### src/design/coapme_pkg.sv
// Shared types, codes and helpers for the CoAP message encoder.
package coapme_pkg;

    localparam int MAX_TOKEN_LEN = 8;
    localparam int RUN_BYTES     = 5;
    localparam int Q_DEPTH       = 4;
    localparam int Q_AW          = $clog2(Q_DEPTH);

    localparam logic [15:0] MAX_LEN_RESET = 16'd1152;
    localparam logic [15:0] HDR_BYTES     = 16'd4;
    localparam logic [7:0]  END_MARK      = 8'hFF;
    localparam logic [1:0]  COAP_VERSION  = 2'd1;

    localparam logic [15:0] EXT1_BASE = 16'd13;
    localparam logic [15:0] EXT2_BASE = 16'd269;
    localparam logic [3:0]  NIB_EXT1  = 4'd13;
    localparam logic [3:0]  NIB_EXT2  = 4'd14;

    typedef enum logic [2:0] {
        OP_BEGIN   = 3'd0,
        OP_TOKEN   = 3'd1,
        OP_OPTION  = 3'd2,
        OP_VALUE   = 3'd3,
        OP_PAYLOAD = 3'd4
    } op_t;

    typedef enum logic [1:0] {
        ST_OK    = 2'd0,
        ST_TOKEN = 2'd1,
        ST_ORDER = 2'd2,
        ST_FULL  = 2'd3
    } status_t;

    // One request's worth of output bytes
    typedef struct packed {
        logic [RUN_BYTES-1:0][7:0] bytes;
        logic [2:0]                last_idx;
        status_t                   status;
        logic [15:0]               base;
    } run_t;

    typedef struct packed {
        logic [3:0] nib;
        logic [7:0] b0;
        logic [7:0] b1;
        logic [1:0] n;
    } ext_t;

    function automatic ext_t ext_code(logic [15:0] v);
        ext_t        e;
        logic [15:0] w;
        e = '0;
        w = v - EXT2_BASE;
        if (v < EXT1_BASE) begin
            e.nib = v[3:0];
        end
        else if (v < EXT2_BASE) begin
            e.nib = NIB_EXT1;
            e.b0  = 8'(v - EXT1_BASE);
            e.n   = 2'd1;
        end
        else begin
            e.nib = NIB_EXT2;
            e.b0  = w[15:8];
            e.b1  = w[7:0];
            e.n   = 2'd2;
        end
        return e;
    endfunction

endpackage

### src/design/coap_message_encoder.sv
// Top level of the CoAP message encoder.
// Requests are taken one per cycle while the four-entry run queue has room; each
// request becomes a run of zero to five bytes (header: four, option header: one to
// five, first payload byte: two with the end-of-options marker, other data: one,
// error: a single zero byte, undefined opcodes: none). The back end sends one
// byte per cycle while each byte is popped, which is the sustained throughput. The
// first byte passes the run queue and the output register before the result ports.
// Errors stay sticky until the next begin request; the user must write max_packet_len
// through cfg_we/cfg_wdata only while the block is idle; nothing enforces this.
module coap_message_encoder
    import coapme_pkg::*;
(
    input  logic        clk,
    input  logic        rst_n,
    input  logic        cfg_we,
    input  logic [15:0] cfg_wdata,
    input  logic        push,
    output logic        full,
    input  logic [2:0]  opcode,
    input  logic [1:0]  msg_type,
    input  logic [3:0]  token_length,
    input  logic [7:0]  msg_code,
    input  logic [15:0] message_id,
    input  logic [15:0] option_number,
    input  logic [15:0] option_length,
    input  logic [7:0]  data_byte,
    output logic        empty,
    input  logic        pop,
    output logic [7:0]  out_byte,
    output logic        last_of_run,
    output logic [1:0]  status,
    output logic [15:0] packet_length
);

    logic q_push;
    logic q_full;
    logic q_pop;
    logic q_valid;
    run_t q_wr_run;
    run_t q_rd_run;

    coapme_front u_front (
        .clk           (clk),
        .rst_n         (rst_n),
        .cfg_we        (cfg_we),
        .cfg_wdata     (cfg_wdata),
        .push          (push),
        .full          (full),
        .opcode        (opcode),
        .msg_type      (msg_type),
        .token_length  (token_length),
        .msg_code      (msg_code),
        .message_id    (message_id),
        .option_number (option_number),
        .option_length (option_length),
        .data_byte     (data_byte),
        .q_full        (q_full),
        .q_push        (q_push),
        .q_run         (q_wr_run)
    );

    coapme_fifo u_fifo (
        .clk      (clk),
        .rst_n    (rst_n),
        .wr_en    (q_push),
        .wr_run   (q_wr_run),
        .wr_full  (q_full),
        .rd_en    (q_pop),
        .rd_run   (q_rd_run),
        .rd_valid (q_valid)
    );

    coapme_back u_back (
        .clk           (clk),
        .rst_n         (rst_n),
        .q_run         (q_rd_run),
        .q_valid       (q_valid),
        .q_pop         (q_pop),
        .empty         (empty),
        .pop           (pop),
        .out_byte      (out_byte),
        .last_of_run   (last_of_run),
        .status        (status),
        .packet_length (packet_length)
    );

endmodule

### src/design/coapme_front.sv
// Front end: takes requests, tracks message state and builds byte runs.
module coapme_front
    import coapme_pkg::*;
(
    input  logic        clk,
    input  logic        rst_n,
    input  logic        cfg_we,
    input  logic [15:0] cfg_wdata,
    input  logic        push,
    output logic        full,
    input  logic [2:0]  opcode,
    input  logic [1:0]  msg_type,
    input  logic [3:0]  token_length,
    input  logic [7:0]  msg_code,
    input  logic [15:0] message_id,
    input  logic [15:0] option_number,
    input  logic [15:0] option_length,
    input  logic [7:0]  data_byte,
    input  logic        q_full,
    output logic        q_push,
    output run_t        q_run
);

    logic [15:0] max_len_reg;
    logic [15:0] prev_opt_reg, prev_opt_next;
    logic [15:0] emitted_reg, emitted_next;
    logic        started_reg, started_next;
    status_t     err_reg, err_next;

    logic        accept;
    logic        emit;
    run_t        run;
    ext_t        dext, lext;
    logic [15:0] delta;
    logic [2:0]  n;
    logic        fits;

    assign full   = q_full;
    assign accept = push && !q_full;
    assign q_push = accept && emit;
    assign q_run  = run;

    assign delta = option_number - prev_opt_reg;
    assign dext  = ext_code(delta);
    assign lext  = ext_code(option_length);

    always_comb
    begin
        prev_opt_next = prev_opt_reg;
        emitted_next  = emitted_reg;
        started_next  = started_reg;
        err_next      = err_reg;
        emit          = 1'b1;
        run           = '0;
        run.base      = emitted_reg;
        n             = 3'd1;
        fits          = 1'b0;
        unique case (op_t'(opcode))
            OP_BEGIN:
            begin
                prev_opt_next = '0;
                started_next  = 1'b0;
                run.base      = '0;
                if (max_len_reg < HDR_BYTES) begin
                    err_next   = ST_FULL;
                    run.status = ST_FULL;
                    emitted_next = '0;
                end
                else if (token_length > 4'(MAX_TOKEN_LEN)) begin
                    err_next   = ST_TOKEN;
                    run.status = ST_TOKEN;
                    emitted_next = '0;
                end
                else begin
                    err_next     = ST_OK;
                    emitted_next = HDR_BYTES;
                    run.bytes[0] = {COAP_VERSION, msg_type, token_length};
                    run.bytes[1] = msg_code;
                    run.bytes[2] = message_id[15:8];
                    run.bytes[3] = message_id[7:0];
                    run.last_idx = 3'd3;
                end
            end
            OP_OPTION:
            begin
                n = 3'd1 + {1'b0, dext.n} + {1'b0, lext.n};
                fits = ({1'b0, emitted_reg} + {14'd0, n}) <= {1'b0, max_len_reg};
                run.bytes[0] = {dext.nib, lext.nib};
                unique case (dext.n)
                    2'd0:
                    begin
                        run.bytes[1] = lext.b0;
                        run.bytes[2] = lext.b1;
                    end
                    2'd1:
                    begin
                        run.bytes[1] = dext.b0;
                        run.bytes[2] = lext.b0;
                        run.bytes[3] = lext.b1;
                    end
                    default:
                    begin
                        run.bytes[1] = dext.b0;
                        run.bytes[2] = dext.b1;
                        run.bytes[3] = lext.b0;
                        run.bytes[4] = lext.b1;
                    end
                endcase
                run.last_idx = n - 3'd1;
                if (err_reg != ST_OK) begin
                    run.bytes  = '0;
                    run.last_idx = '0;
                    run.status = err_reg;
                end
                else if (started_reg || option_number < prev_opt_reg) begin
                    run.bytes  = '0;
                    run.last_idx = '0;
                    run.status = ST_ORDER;
                    err_next   = ST_ORDER;
                end
                else if (!fits) begin
                    run.bytes  = '0;
                    run.last_idx = '0;
                    run.status = ST_FULL;
                    err_next   = ST_FULL;
                end
                else begin
                    prev_opt_next = option_number;
                    emitted_next  = emitted_reg + 16'(n);
                end
            end
            OP_TOKEN, OP_VALUE, OP_PAYLOAD:
            begin
                if (op_t'(opcode) == OP_PAYLOAD && !started_reg) begin
                    n            = 3'd2;
                    run.bytes[0] = END_MARK;
                    run.bytes[1] = data_byte;
                end
                else begin
                    run.bytes[0] = data_byte;
                end
                fits = ({1'b0, emitted_reg} + {14'd0, n}) <= {1'b0, max_len_reg};
                run.last_idx = n - 3'd1;
                if (err_reg != ST_OK) begin
                    run.bytes  = '0;
                    run.last_idx = '0;
                    run.status = err_reg;
                end
                else if (!fits) begin
                    run.bytes  = '0;
                    run.last_idx = '0;
                    run.status = ST_FULL;
                    err_next   = ST_FULL;
                end
                else begin
                    emitted_next = emitted_reg + 16'(n);
                    if (op_t'(opcode) == OP_PAYLOAD) begin
                        started_next = 1'b1;
                    end
                end
            end
            default:
            begin
                emit = 1'b0;
            end
        endcase
    end

    always_ff @(posedge clk or negedge rst_n)
    begin
        if (!rst_n) begin
            max_len_reg  <= MAX_LEN_RESET;
            prev_opt_reg <= '0;
            emitted_reg  <= '0;
            started_reg  <= 1'b0;
            err_reg      <= ST_OK;
        end
        else begin
            if (cfg_we) begin
                max_len_reg <= cfg_wdata;
            end
            if (accept) begin
                prev_opt_reg <= prev_opt_next;
                emitted_reg  <= emitted_next;
                started_reg  <= started_next;
                err_reg      <= err_next;
            end
        end
    end

endmodule

### src/design/coapme_fifo.sv
// Short run queue between the front and back ends.
module coapme_fifo
    import coapme_pkg::*;
(
    input  logic clk,
    input  logic rst_n,
    input  logic wr_en,
    input  run_t wr_run,
    output logic wr_full,
    input  logic rd_en,
    output run_t rd_run,
    output logic rd_valid
);

    run_t              mem [Q_DEPTH];
    logic [Q_AW-1:0]   wr_ptr_reg;
    logic [Q_AW-1:0]   rd_ptr_reg;
    logic [Q_AW:0]     count_reg;

    assign wr_full  = count_reg == (Q_AW+1)'(Q_DEPTH);
    assign rd_valid = count_reg != '0;
    assign rd_run   = mem[rd_ptr_reg];

    always_ff @(posedge clk)
    begin
        if (wr_en) begin
            mem[wr_ptr_reg] <= wr_run;
        end
    end

    always_ff @(posedge clk or negedge rst_n)
    begin
        if (!rst_n) begin
            wr_ptr_reg <= '0;
            rd_ptr_reg <= '0;
            count_reg  <= '0;
        end
        else begin
            if (wr_en) begin
                wr_ptr_reg <= wr_ptr_reg + 1'b1;
            end
            if (rd_en) begin
                rd_ptr_reg <= rd_ptr_reg + 1'b1;
            end
            unique case ({wr_en, rd_en})
                2'b10:   count_reg <= count_reg + 1'b1;
                2'b01:   count_reg <= count_reg - 1'b1;
                default: count_reg <= count_reg;
            endcase
        end
    end

endmodule

### src/design/coapme_back.sv
// Back end: walks each queued run and presents one byte per cycle while the consumer pops.
module coapme_back
    import coapme_pkg::*;
(
    input  logic        clk,
    input  logic        rst_n,
    input  run_t        q_run,
    input  logic        q_valid,
    output logic        q_pop,
    output logic        empty,
    input  logic        pop,
    output logic [7:0]  out_byte,
    output logic        last_of_run,
    output logic [1:0]  status,
    output logic [15:0] packet_length
);

    logic [2:0]  idx_reg;
    logic        out_valid_reg;
    logic [7:0]  byte_reg;
    logic        last_reg;
    status_t     status_reg;
    logic [15:0] plen_reg;

    logic        out_ready;
    logic        advance;
    logic        is_last;

    assign out_ready = !out_valid_reg || pop;
    assign advance   = q_valid && out_ready;
    assign is_last   = idx_reg == q_run.last_idx;
    assign q_pop     = advance && is_last;

    assign empty         = !out_valid_reg;
    assign out_byte      = byte_reg;
    assign last_of_run   = last_reg;
    assign status        = status_reg;
    assign packet_length = plen_reg;

    always_ff @(posedge clk)
    begin
        if (advance) begin
            byte_reg   <= q_run.bytes[idx_reg];
            last_reg   <= is_last;
            status_reg <= q_run.status;
            if (q_run.status == ST_OK) begin
                plen_reg <= q_run.base + 16'(idx_reg) + 16'd1;
            end
            else begin
                plen_reg <= q_run.base;
            end
        end
    end

    always_ff @(posedge clk or negedge rst_n)
    begin
        if (!rst_n) begin
            idx_reg       <= '0;
            out_valid_reg <= 1'b0;
        end
        else begin
            if (advance) begin
                out_valid_reg <= 1'b1;
                idx_reg       <= is_last ? 3'd0 : idx_reg + 3'd1;
            end
            else if (pop) begin
                out_valid_reg <= 1'b0;
            end
        end
    end

    a_err_single: assert property (@(posedge clk) disable iff (!rst_n)
        (out_valid_reg && status_reg != ST_OK) |-> (last_reg && byte_reg == 8'd0))
        else $error("error request not a single zero byte");

    a_idx_bound: assert property (@(posedge clk) disable iff (!rst_n)
        q_valid |-> (idx_reg <= q_run.last_idx))
        else $error("byte index past end of run");

    a_idx_idle: assert property (@(posedge clk) disable iff (!rst_n)
        (idx_reg != 3'd0) |-> q_valid)
        else $error("byte index held with no run queued");

endmodule
### config.mk
export PLATFORM = sky130hd
export DESIGN_NAME = coap_message_encoder
export DESIGN_NICKNAME = d
export VERILOG_FILES = /design/src/design/coapme_pkg.sv /design/src/design/coap_message_encoder.sv /design/src/design/coapme_front.sv /design/src/design/coapme_fifo.sv /design/src/design/coapme_back.sv
export SDC_FILE = /design/constraint.sdc
export NUM_CORES = 1
export LEC_CHECK = 0
export BUFFER_PORTS_ARGS = -buffer_cell sky130_fd_sc_hd__buf_2
export CAP_MARGIN = 40
export CORE_ASPECT_RATIO = 2
export CORE_MARGIN = 5
export CORE_UTILIZATION = 58
export CTS_CLUSTER_DIAMETER = 30
export DETAILED_ROUTE_END_ITERATION = 10
export PLACE_DENSITY = 0.81
export SYNTH_ARGS = -nofsm -noshare
export SYNTH_HDL_FRONTEND = slang
export SYNTH_SLANG_ARGS = --single-unit
### constraint.sdc
create_clock -name clk -period 9.3 [get_ports clk]
set_input_delay 0.93 -clock clk [delete_from_list [all_inputs] [get_ports clk]]
set_output_delay 0.93 -clock clk [all_outputs]
set_load 0.01 [all_outputs]
# Word-level counts from Yosys, hierarchy flattened
# Memories as Yosys holds them, arrays and structs flattened.
# Index checks and enable logic that the tools add are counted.
# totals
input_bits	94
output_inout_bits	29
regBits	89
ram_bits	244
mem_count	1
# mem_list
name	words	width	rd	rd_ports_with_merged_regs	write_ports	line_no	rtl
u_fifo.mem	4	61	1	0	1	coapme_fifo.sv:15	run_t mem [Q_DEPTH];
# classes
n_lt_le_gt_ge	10
eq_ne	17
add_sub_neg	20
n_mux	61
reduce_logical	27
# op_table
op	count
45-bit 2-to-1 mux	4
16-bit 2-to-1 mux	11
37-bit case mux with 3 select lines	1
35-bit 2-to-1 mux	2
16-bit case mux with 2 select lines	2
16-bit by 3-bit adder with 16-bit output	3
8-bit 2-to-1 mux	6
16-bit case mux with 3 select lines	1
18-bit 2-to-1 mux	2
16-bit by 3-bit adder with 17-bit output	2
17-bit by 16-bit <= comparator with 1-bit output	2
16-bit by 4-bit < comparator with 1-bit output (second input constant)	2
16-bit by 9-bit < comparator with 1-bit output (second input constant)	2
8-bit case mux with 2 select lines	2
16-bit by 9-bit subtractor with 16-bit output (second input constant)	2
8-bit binary-select mux with 3-bit select	1
21-bit 2-to-1 mux	1
10-bit 2-to-1 mux	2
2-bit 2-to-1 mux	9
16-bit by 1-bit adder with 16-bit output (second input constant)	1
16-bit < comparator	1
16-bit by 3-bit < comparator with 1-bit output (second input constant)	1
16-bit subtractor	1
8-bit by 4-bit subtractor with 8-bit output (second input constant)	2
35 further kinds	72

# Longest topological paths before layout
# logic_depth
depth_word	12
mapped_depth	34

# Modules after synthesis
# Synthesis repeated with hierarchy kept, for this count alone.
# unflattened
hier_cells	1395
hier_area_um2	17677.0
# by_module_without_submodules
mod	instances	area_each_um2	cells_each
coapme_fifo	1	9266.4	352
coapme_front	1	6662.6	893
coapme_back	1	1747.9	150

# Worst setup path before layout
# No wires, ideal clock.
# synth_timing
kind	input to register
startpoint	input option_number[0]
endpoint	register u_front.emitted_reg[7]
arrival_time_ps	7622
setup_time_ps	77
stages	32
path_slack_ps	1600
required_time_ps	9223
n_path_buf	2
path_cell_list	inv_1 -> ha_1 -> inv_1 -> fa_1 -> a211oi_2 -> o21ai_1 -> and3_1 -> or3_1 -> and2_4 -> nor4_4 -> and3_1 -> inv_2 -> buf_2 -> ha_1 -> fa_1 -> fa_1 -> nor2b_1 -> o21ai_0 -> or2_2 -> nor2_1 -> xor2_1 -> ha_1 -> a21o_1 -> a211oi_1 -> o221ai_1 -> a21oi_1 -> o22a_1 -> a21oi_1 -> or3_1 -> clkbuf_1 -> or4_1 -> a21oi_1
# synth_between
elab_chain_cells	11
word_cells_on_any_way	19
classes_between	add/sub (5); order compare (4); eq/ne (2); mux (6); reduce/logical (2)
# synth_rtl
item	line_no	rtl
start, declared	coap_message_encoder.sv:24	input logic [15:0] option_number,
parallel branches: the longest is 11 deep, another holds 16-bit by 3-bit adder with 17-bit output	-	
end signal, assigned	coapme_front.sv:184	emitted_reg <= emitted_next;
end, declared	coapme_front.sv:26	logic [15:0] emitted_reg, emitted_next;
# Several ways; the timed one is not identified. The select of a mux whose other input is x is not followed.
# A chain may end at the register's enable or synchronous reset.

# Final worst setup path
# layout_timing
startpoint	input option_number[0]
endpoint	register u_front.emitted_reg[9]
# Same word-level chain as after synthesis.

==> results.yml <==
run_status:
  status: "completed"
sta:
  fmaxAchievable_ghz: 0.1165
  rsz0062_at_grt: "false"
  worst_slew_pin_slew_ps: 891.3
  holdWs_ps: 503.8
  tns_ps: 0
  skew_ps: 20.19
  finalHoldViolCount: 0
  setup_viol: 0
  max_slew_margin: 0.3995
  fin_ws_ps: 717.9
  fin_crit_sh: 0.9228
  slew_viol_final: 0
  period_needed_ps: 8582
clocking:
  clk_path_buf_depth: 3
  numCtsBuffers: 36
  cts_root_buf: "clkbuf_16"
  cts_resized: 0
  cts.sinks: 333
  cts.htree.levels: 2
  clock_latency_ps: 530
  cts_hold_buf: 0
  clkTransAtPathRegs_ps: 50
  cts_tree: "done"
  post_cts_buffers: 0
grt:
  grtUsageMet3: 0.04032
  grt_use_total: 0.2552
  top_usage_layer: "met2"
  antenna_found_initial: 3
  grt_pass1_wl_mm: 68.49
  use_met2: 0.4234
  grt_overflow_total: 0
  grt_use_met1: 0.3419
  first_global_vias: 12420
  grt_max_degree: 63
floorplan:
  die-area_mm2: 0.03398
  die_w_um: 132.9
  ios: 123
  coreArea_mm2: 0.02995
  fp-row-count: 90
  initial_core_util: 0.5846
  die_h_um: 255.7
worst_setup_path:
  path_buf_inv: 4
  critical_path.max_stage_delay_ps: 530
  crit_fanout: 12
  criticalPathCategory: "input pin to flip-flop"
  critical-path-top-delay-family: "simple AND/OR/NAND/NOR gates"
  cp_slowest_cell: "fa_1"
  cp-start-kind: "input pin"
  crit_required_ps: 9740
  crit_arrival_ps: 9020
  endpoint_kind: "flip-flop"
  crit_top_cell: "a21oi_1"
synth:
  syn-mean-instance-area_um2: 12.44
  yosys.cell_types.count: 78
  yosys-mux-area-fraction: 0.09317
  ys_seq_area_frac: 0.5534
  yosysWarnings: 0
  synth_seq_cells: 333
  yosysTopAreaCell: "edfxtp_1"
  synth-main-ff-cell: "edfxtp_1"
  syn_inst: 1408
  synth_top_family_by_area: "compound AO/OA/AOI/OAI gates"
  syn_nets: 1578
  synthAdderAreaFrac: 0.05730
  synth_common_cells: "271 x edfxtp_1, 127 x nand2_1, 94 x nor2_1"
  synthTopCellsByArea: "edfxtp_1 46%, dfrtp_1 8.6%, mux4_2 7.7%, ha_1 4.9%, nand2_1 2.7%"
  async_flop_share: 0.1862
  synth-compound-area-share: 0.1137
  syn_area_mm2: 0.01751
  synth-edff-count: 271
  synth_xor_area_frac: 0.04101
  synth_top_area_share: 0.4647
  yosysMostFrequentCell: "edfxtp_1"
  yosys.area_share.simple: 0.1102
final_layout:
  area.growth.synth_to_final_pct: 13.00
  regMostFlops: "u_fifo.mem"
  drive_gt1_frac: 0.1929
  largest_reg_flops: 244
  final_core_util: 0.6606
  fin_nets: 1690
  finalNonFillerCells: 1913
  insertedDiodeCount: 0
  final_area_mm2: 0.01979
pwr:
  p_leak_nw: 7.665
  p_total_mw: 5.474
  pwr-share-seq: 0.389
  clock_power_share: 0.266
  combPwrFrac: 0.346
  vdd.ir_drop.worst_v: 0.0002198
  swShare: 0.3396
  power_density_mw_per_mm2: 276.6
  switchingPower_mw: 1.859
  p_int_mw: 3.615
placed_design:
  place_area_mm2: 0.01858
  post-place-cells: 1850
  dp_hpwl_mm: 30.93
  globalplace.congestion: 0.9609
  portBuffers: 122
  dp_slack_ps: 361.5
routing:
  finalWirelength_mm: 43.33
  dr_total_vias: 12320
  routedWlPerCell_um: 22.65
  postRouteAntennaNets: 0
  firstDrtPassIters: 8
  via_per_inst: 6.440
  remaining_drc_errors: 0
  drtIter0Drc: 1106
job:
  drv_cap: 0
worst_hold_path:
  min_path_type: "flip-flop to flip-flop"
==> per-layer routing <==
layer	vias up	routed length [um]
met5	-	33
met4	6	1619
met3	124	3246
met2	619	21380
met1	6052	17050
li1	5519	-
==> final cells by class <==
class / instances / area [um2]
sequential: 333 / 9699
tap: 368 / 460.4
inverter: 69 / 259.0
timing repair buffer: 139 / 860.8
fill: 2146 / 10170
clock buffer: 43 / 937.1
multi-input combinational: 941 / 7301
clock inverter: 20 / 270.3
==> final timing paths <==
path,startpoint,to,slack (ps),cells past startpoint
max reg2reg,u_front.prev_opt_reg[0],u_front.emitted_reg[9],920,29
min,u_front.prev_opt_reg[15],u_front.prev_opt_reg[15],500,1
min reg2reg,u_front.prev_opt_reg[15],u_front.prev_opt_reg[15],500,1
max,option_number[0],u_front.emitted_reg[9],720,31
max in group asynchronous,rst_n,u_fifo.rd_ptr_reg[0],8070,2
min in group asynchronous,rst_n,u_front.emitted_reg[15],600,2
==> power groups by stage <==
stage	Sequential, mW	Combinational (mW)	Clock [mW]
floorplan	2.09	1.37	0
global placement	2.19	1.73	0
detailed placement	2.16	1.87	0
CTS	2.13	1.89	1.48
global route	2.16	2.06	1.55
finish	2.13	1.89	1.46
==> kinds of logic after synthesis <==
logic type               count (synthesis)
AO/OA/AOI/OAI                          300
XOR/XNOR                                82
adder cells (fa/ha/maj)                 76
buffers and inverters                  134
flip-flops                             333
multiplexers                            87
AND/OR/NAND/NOR                        396
==> placed cells by master (no fill, tap or decap), drive strengths merged, types with 5 or more instances in the layout <==
master	synthesis	routed
or4	9	9
a21o	16	16
nand2	127	127
mux4	60	60
o31ai	10	10
edfxtp	271	271
a22oi	14	14
ha	69	69
nand3	18	18
o21ai	92	92
a22o	24	24
nor4	10	10
mux2i	19	19
inv	68	79
nand4	18	18
mux2	8	8
xor2	41	41
a211oi	9	9
or3	9	9
fa	7	7
o22ai	9	9
o211ai	10	10
a21oi	67	67
nor2	94	94
xnor2	41	41
nor2b	7	7
and3	20	20
and2	28	28
clkbuf	45	43
nor3	25	25
nand2b	14	14
o21a	11	11
or2	6	6
clkinv	1	5
dfrtp	60	60
buf	20	138
(Power assumes the default switching activity.)
